**config.mk**
```make
export PLATFORM = sky130hd
export DESIGN_NAME = base32_address_encoder
export DESIGN_NICKNAME = d
export VERILOG_FILES = /design/src/design/b32ae_pkg.sv /design/src/design/base32_address_encoder.sv /design/src/design/b32ae_front.sv /design/src/design/b32ae_fifo.sv /design/src/design/b32ae_back.sv
export SDC_FILE = /design/constraint.sdc
export NUM_CORES = 1
export LEC_CHECK = 0
export ABC_CLOCK_PERIOD_IN_PS = 3200
export BUFFER_PORTS_ARGS = -buffer_cell sky130_fd_sc_hd__buf_2
export CAP_MARGIN = 20
export CORE_AREA = 2 2 109 132
export CTS_CLUSTER_SIZE = 16
export DETAILED_ROUTE_END_ITERATION = 16
export DIE_AREA = 0 0 111 134
export GPL_TIMING_DRIVEN = 0
export PLACE_DENSITY = 0.74
export SYNTH_ARGS = -nofsm -noshare
export SYNTH_HDL_FRONTEND = slang
export SYNTH_SLANG_ARGS = --single-unit
```
**constraint.sdc**
```tcl
create_clock -name aclk -period 3.2 [get_ports aclk]
set_input_delay 0.16 -clock aclk [delete_from_list [all_inputs] [get_ports aclk]]
set_output_delay 0.16 -clock aclk [all_outputs]
set_load 0.03 [all_outputs]
```
**src/design/b32ae_pkg.sv**
```systemverilog
// Shared types, constants and helper functions for the base32 address encoder.
package b32ae_pkg;

    localparam int HASH_BYTES = 32;
    localparam int CNT_W      = $clog2(HASH_BYTES + 1);
    localparam int FIFO_DEPTH = 4;
    localparam int PTR_W      = $clog2(FIFO_DEPTH);
    localparam int SUFFIX_LEN = 8;
    localparam int GROUP_BITS = 5;

    // Result of folding one byte into the bit accumulator.
    typedef struct packed {
        logic [4:0] code0;
        logic [4:0] code1;
        logic       two;     // code1 is valid
        logic [3:0] acc;     // leftover bits, right-aligned
        logic [2:0] pend;    // number of leftover bits
    } enc_t;

    // One classified input beat: up to four characters, optional suffix.
    typedef struct packed {
        logic [3:0][4:0] codes;  // codes[0] goes out first
        logic [2:0]      count;  // 1..4
        logic            is_end; // append the suffix after the codes
    } job_t;

    function automatic enc_t enc_byte(logic [3:0] acc, logic [2:0] pend, logic [7:0] b);
        logic [11:0] a;
        logic [3:0]  p1;
        logic [3:0]  p2;
        logic [3:0]  p3;
        enc_t        r;
        a       = {acc, b};
        p1      = {1'b0, pend} + 4'd8;
        p2      = p1 - 4'(GROUP_BITS);
        p3      = p2 - 4'(GROUP_BITS);
        r.code0 = 5'(a >> p2);
        r.acc   = a[3:0];
        if (p2 >= 4'(GROUP_BITS)) begin
            r.code1 = 5'(a >> p3);
            r.two   = 1'b1;
            r.pend  = p3[2:0];
        end else begin
            r.code1 = '0;
            r.two   = 1'b0;
            r.pend  = p2[2:0];
        end
        return r;
    endfunction

    // a-z then 2-7
    function automatic logic [6:0] b32_char(logic [4:0] code);
        if (code < 5'd26) begin
            return 7'(8'h61 + {3'b0, code});
        end else begin
            return 7'(8'h32 + {3'b0, code} - 8'd26);
        end
    endfunction

    // ".b32.i2p"
    function automatic logic [6:0] suffix_char(logic [2:0] idx);
        logic [6:0] c;
        case (idx)
            3'd0:    c = 7'h2E;
            3'd1:    c = 7'h62;
            3'd2:    c = 7'h33;
            3'd3:    c = 7'h32;
            3'd4:    c = 7'h2E;
            3'd5:    c = 7'h69;
            3'd6:    c = 7'h32;
            3'd7:    c = 7'h70;
            default: c = 7'h2E;
        endcase
        return c;
    endfunction

endpackage

```
**src/design/base32_address_encoder.sv**
```systemverilog
// Top level of the lowercase base32 address encoder.
//
// Input channel (s_*): one hash byte per beat, most significant bit encoded
// first. Every HASH_BYTES bytes form one address.
// Output channel (m_*): one ASCII character per beat. Each complete 5-bit
// group becomes a character from a-z, 2-7. After the last hash byte a zero
// pad byte is folded in, leftover bits under five are dropped, and the
// suffix ".b32.i2p" follows; m_tlast marks its final character.
// The first character of a byte leaves the job queue through the output
// register. The emitter sends one character per cycle while m_tready is high
// and a job is queued; a byte yields one or two characters (1.6 on average),
// the end of an address adds up to ten, and the output port sets the rate.
// A four-entry job queue sits between the bit accumulator and the emitter,
// so input beats keep flowing while m_tready is low until the queue fills;
// s_tready then drops. A stalled output beat holds its data.
// Reset (aresetn low, synchronous) clears the accumulator, byte count,
// queue and output valid flag; the next byte starts a new address.
module base32_address_encoder
    import b32ae_pkg::*;
(
    input  logic       aclk,
    input  logic       aresetn,
    input  logic       s_tvalid,
    output logic       s_tready,
    input  logic [7:0] s_tdata,   // [7:0] hash_byte
    output logic       m_tvalid,
    input  logic       m_tready,
    output logic [7:0] m_tdata,   // [6:0] char_code, [7] zero
    output logic       m_tlast    // last_char
);

    job_t       push_job;
    job_t       head_job;
    logic       push;
    logic       pop;
    logic       full;
    logic       empty;
    logic [6:0] out_char;

    // Accumulate bits and classify each beat into a job.
    b32ae_front u_front (
        .aclk      (aclk),
        .aresetn   (aresetn),
        .in_valid  (s_tvalid),
        .in_byte   (s_tdata),
        .fifo_full (full),
        .in_ready  (s_tready),
        .job_push  (push),
        .job       (push_job)
    );

    // Decouple the two sides.
    b32ae_fifo u_fifo (
        .aclk    (aclk),
        .aresetn (aresetn),
        .push    (push),
        .wr_job  (push_job),
        .pop     (pop),
        .full    (full),
        .empty   (empty),
        .rd_job  (head_job)
    );

    // Emit characters through a registered output stage.
    b32ae_back u_back (
        .aclk       (aclk),
        .aresetn    (aresetn),
        .fifo_empty (empty),
        .head       (head_job),
        .pop        (pop),
        .out_valid  (m_tvalid),
        .out_char   (out_char),
        .out_last   (m_tlast),
        .out_ready  (m_tready)
    );

    assign m_tdata = {1'b0, out_char};

endmodule

```
**src/design/b32ae_front.sv**
```systemverilog
// Front end: accumulate hash bits, cut 5-bit groups, mark the end of an address.
module b32ae_front
    import b32ae_pkg::*;
(
    input  logic       aclk,
    input  logic       aresetn,
    input  logic       in_valid,
    input  logic [7:0] in_byte,
    input  logic       fifo_full,
    output logic       in_ready,
    output logic       job_push,
    output job_t       job
);

    logic [3:0]       acc_reg,  acc_next;
    logic [2:0]       pend_reg, pend_next;
    logic [CNT_W-1:0] cnt_reg,  cnt_next;
    enc_t             e1, e2;
    logic             at_end;

    assign in_ready = !fifo_full;
    assign job_push = in_valid && in_ready;
    assign at_end   = (cnt_reg == CNT_W'(HASH_BYTES - 1));

    always_comb begin
        e1 = enc_byte(acc_reg, pend_reg, in_byte);
        e2 = enc_byte(e1.acc, e1.pend, 8'h00);
        job.is_end = at_end;
        if (e1.two) begin
            job.codes = {e2.code1, e2.code0, e1.code1, e1.code0};
        end else begin
            job.codes = {5'd0, e2.code1, e2.code0, e1.code0};
        end
        job.count = (e1.two ? 3'd2 : 3'd1)
                  + (at_end ? (e2.two ? 3'd2 : 3'd1) : 3'd0);
        if (at_end) begin
            acc_next  = '0;
            pend_next = '0;
            cnt_next  = '0;
        end else begin
            acc_next  = e1.acc;
            pend_next = e1.pend;
            cnt_next  = cnt_reg + CNT_W'(1);
        end
    end

    always_ff @(posedge aclk) begin
        if (!aresetn) begin
            acc_reg  <= '0;
            pend_reg <= '0;
            cnt_reg  <= '0;
        end else if (job_push) begin
            acc_reg  <= acc_next;
            pend_reg <= pend_next;
            cnt_reg  <= cnt_next;
        end
    end

endmodule

```
**src/design/b32ae_fifo.sv**
```systemverilog
// Short job queue between the front end and the character emitter.
module b32ae_fifo
    import b32ae_pkg::*;
(
    input  logic aclk,
    input  logic aresetn,
    input  logic push,
    input  job_t wr_job,
    input  logic pop,
    output logic full,
    output logic empty,
    output job_t rd_job
);

    job_t             mem [FIFO_DEPTH];
    logic [PTR_W-1:0] wp_reg, rp_reg;
    logic [PTR_W:0]   cnt_reg;

    assign full   = (cnt_reg == (PTR_W+1)'(FIFO_DEPTH));
    assign empty  = (cnt_reg == '0);
    assign rd_job = mem[rp_reg];

    always_ff @(posedge aclk) begin
        if (push) begin
            mem[wp_reg] <= wr_job;
        end
    end

    always_ff @(posedge aclk) begin
        if (!aresetn) begin
            wp_reg  <= '0;
            rp_reg  <= '0;
            cnt_reg <= '0;
        end else begin
            if (push) begin
                wp_reg <= wp_reg + PTR_W'(1);
            end
            if (pop) begin
                rp_reg <= rp_reg + PTR_W'(1);
            end
            cnt_reg <= cnt_reg + (PTR_W+1)'(push) - (PTR_W+1)'(pop);
        end
    end

endmodule

```
**src/design/b32ae_back.sv**
```systemverilog
// Back end: walk queued jobs, emit one character beat per cycle unless stalled.
module b32ae_back
    import b32ae_pkg::*;
(
    input  logic       aclk,
    input  logic       aresetn,
    input  logic       fifo_empty,
    input  job_t       head,
    output logic       pop,
    output logic       out_valid,
    output logic [6:0] out_char,
    output logic       out_last,
    input  logic       out_ready
);

    typedef enum logic {ST_CODES, ST_SUFFIX} state_t;

    state_t     state_reg, state_next;
    logic [1:0] idx_reg,   idx_next;
    logic [2:0] sidx_reg,  sidx_next;
    logic       vld_reg,   vld_next;
    logic [6:0] chr_reg,   chr_next;
    logic       lst_reg,   lst_next;
    logic       advance;

    assign advance = !fifo_empty && (!vld_reg || out_ready);

    always_comb begin
        state_next = state_reg;
        idx_next   = idx_reg;
        sidx_next  = sidx_reg;
        vld_next   = vld_reg && !out_ready;
        chr_next   = chr_reg;
        lst_next   = lst_reg;
        pop        = 1'b0;
        if (advance) begin
            vld_next = 1'b1;
            case (state_reg)
                ST_CODES: begin
                    chr_next = b32_char(head.codes[idx_reg]);
                    lst_next = 1'b0;
                    if (idx_reg == 2'(head.count - 3'd1)) begin
                        idx_next = '0;
                        if (head.is_end) begin
                            state_next = ST_SUFFIX;
                            sidx_next  = '0;
                        end else begin
                            pop = 1'b1;
                        end
                    end else begin
                        idx_next = idx_reg + 2'd1;
                    end
                end
                ST_SUFFIX: begin
                    chr_next = suffix_char(sidx_reg);
                    lst_next = (sidx_reg == 3'(SUFFIX_LEN - 1));
                    sidx_next = sidx_reg + 3'd1;
                    if (sidx_reg == 3'(SUFFIX_LEN - 1)) begin
                        pop        = 1'b1;
                        state_next = ST_CODES;
                    end
                end
                default: begin
                    state_next = ST_CODES;
                end
            endcase
        end
    end

    always_ff @(posedge aclk) begin
        if (!aresetn) begin
            state_reg <= ST_CODES;
            idx_reg   <= '0;
            sidx_reg  <= '0;
            vld_reg   <= 1'b0;
        end else begin
            state_reg <= state_next;
            idx_reg   <= idx_next;
            sidx_reg  <= sidx_next;
            vld_reg   <= vld_next;
        end
        chr_reg <= chr_next;
        lst_reg <= lst_next;
    end

    assign out_valid = vld_reg;
    assign out_char  = chr_reg;
    assign out_last  = lst_reg;

endmodule

```
==> flow_summary.json <==
{
  "synthesis.nets": 640,
  "cp.arrival_ps": 3270,
  "synth_largest_type_area_fraction": 0.4078,
  "synth_ff_type": "edfxtp_1",
  "path_common_cell": "buf_8",
  "fin_area_um2": 8715,
  "drv_cap": 0,
  "synth_seq_area_share": 0.5030,
  "grt_max_degree": 17,
  "drt_first_pass_iters": 7,
  "synth_cells": 610,
  "initial_core_util": 0.5420,
  "ys_ff_latch": 135,
  "yosys.area.top_type": "edfxtp_1",
  "ir_drop_v": 0.0005154,
  "maxSlewViolCount": 0,
  "path_buf_inv": 6,
  "numCtsBuffers": 17,
  "cp_max_fo": 11,
  "fp-row-count": 47,
  "final_core_util": 0.6415,
  "antenna_found_initial": 0,
  "critPathRequiredTime_ps": 3310,
  "synth_enable_flop_cells": 100,
  "fin_skew_ps": 9.803,
  "drive_above_1_share": 0.2278,
  "drt_iter0_markers": 487,
  "synthArstFlopShare": 0,
  "ys_types": 78,
  "largest_register_ffs": 92,
  "mostFrequentLayoutCells": "edfxtp_1 (100), nand2_1 (51), dfxtp_1 (33)",
  "diodes": 0,
  "min_period_over_period": 0.9853,
  "core_um2": 13580,
  "cp_slowest_cell": "dfxtp_4",
  "netlist_area_um2": 7363,
  "place.gp.congestion": 0.9281,
  "dpl_cell_area_um2": 7800,
  "dp_hpwl_mm": 12.02,
  "whs_ps": 30.94,
  "cts_tree": "done",
  "final_common_cell": "edfxtp_1",
  "path_class": "flip-flop to flip-flop",
  "power_density_nw_per_um2": 955.5,
  "crit_family": "compound AO/OA/AOI/OAI gates",
  "grtUsageTotal": 0.2389,
  "min_period_ps": 3153,
  "clk_latency_ps": 410,
  "cts_sinks": 135,
  "portBuffers": 21,
  "detail_route.wirelength_mm": 17.21,
  "leakage_nw": 3.154,
  "hold_buffers": 0,
  "htreeDepth": 4,
  "hold_viol": 0,
  "grt_pass1_vias": 5338,
  "outcome": "finished clean",
  "finalSetupViolations": 0,
  "num_vias": 5329,
  "vias_per_cell": 6.292,
  "die_w_um": 111,
  "ios": 23,
  "overflow": 0,
  "final_antenna_net_count": 0,
  "clk_pin_slew_ps": 60,
  "avgSynthCellArea_um2": 12.07,
  "worstMarginPinSlew_ps": 714.2,
  "grt_pass1_wl_mm": 27.63,
  "fin_nets": 693,
  "wire_per_inst_um": 20.32,
  "cts_root_buffer": "clkbuf_16",
  "area_growth_pct": 18.35,
  "max_stage_delay_ps": 370,
  "critPathCaptureType": "flip-flop",
  "start_kind": "flip-flop",
  "synth_area_leaders": "edfxtp_1 (41%), dfxtp_1 (9.5%), mux4_1 (6.1%)",
  "ys_warn_count": 0,
  "cts.path.max_buffers": 2,
  "relSlewSlack": 0.5221,
  "die_area_um2": 14870,
  "route.detailed.drc": 0,
  "path_cells": "buf_12 -> inv_8 -> buf_8 -> ha_4 -> buf_8 -> clkinvlp_4 -> buf_4 -> o2111ai_1 -> a21oi_1 -> a311o_1 -> and3_1 -> a211oi_2 -> o2bb2ai_1",
  "fmax_ghz": 0.3172,
  "fp.dieH_um": 134,
  "hold_path.class": "primary input to flip-flop"
}
-- layout make-up --
class / instances / area, um^2
clock inverter: 7 / 52.55
tap: 171 / 214.0
inverter: 19 / 82.58
timing repair buffer: 36 / 310.3
sequential: 135 / 3709
buffer: 36 / 239.0
clock buffer: 25 / 549.3
multi-input combinational: 418 / 3558
fill: 956 / 4870
-- where the power goes --
group          total [mW]  internal [mW]  switching, mW
Combinational        3.87           1.59           2.28
Clock                1.91           1.20          0.711
Sequential           2.55           2.42          0.124
-- per-stage QoR --
stage	worst slack (ps)	total power, mW	setup TNS (ps)	cells
finish	46.96	8.327	0	847
global route	-22.80	8.735	-22.80	847
CTS	-38.51	8.105	-314.4	840
detailed placement	-818.2	5.987	-41030	806
global placement	-924.0	5.850	-42900	802
floorplan	50.67	5.117	0	610
-- layer usage --
layer  up-vias  share of wire  track usage
li1       2456              -            -
met1      2597           0.39       0.2836
met2       234           0.52       0.4185
met3        42          0.061      0.04745
met4         0          0.031       0.1153
met5         -              0            0
-- synth_stat cells, types with 4 or more instances --
master / count
a21boi_0: 4
a21oi_1: 33
nor2b_1: 18
mux2_2: 7
and3_1: 8
a22oi_1: 14
nand3_1: 15
nor3_1: 10
mux4_1: 17
o21ai_1: 6
ha_1: 17
nand4_1: 4
nand2_1: 52
buf_2: 7
a21o_1: 4
mux2i_1: 23
buf_6: 4
edfxtp_1: 100
nand2b_1: 5
and2_1: 15
o21ai_0: 21
xnor2_1: 10
buf_1: 4
nor2_1: 35
inv_1: 17
mux4_2: 15
dfxtp_1: 35
a31oi_1: 7
clkbuf_1: 20
a211oi_1: 9
-- worst min-delay path: cells and delay by family --
| family | cells | cell delay (ps) |
|---|---|---|
| buffers and inverters | 2 | 110 |
| AOI/OAI and AO/OA | 1 | 60 |
| and+or+nand+nor | 1 | 50 |
-- timing repair --
action | CTS | global route
gates resized for setup | 32 | 20
pin swaps | 5 | 8
setup endpoints to repair | 89 | 73
buffers inserted | 3 | 8
-- cells by family after synthesis --
logic type | share of synthesized area
buf+inv | 0.03755
fa+ha+maj | 0.03161
flops | 0.5030
simple gates | 0.1162
mux | 0.1485
other cells | 0.0005093
xor+xnor | 0.02243
compound gates | 0.1402
-- worst paths after layout --
| kind | to | from | slack, ps | cells after the start |
|---|---|---|---|---|
| min | u_back.out_valid | m_tready | 30 | 4 |
| max reg2reg | u_fifo.mem[1][17] | u_front.pend_reg[0] | 50 | 13 |
| min reg2reg | u_back.out_valid | u_back.out_valid | 480 | 2 |
| max | u_fifo.mem[1][17] | u_front.pend_reg[0] | 50 | 13 |
Note: power is estimated with default switching activity, not from simulation.
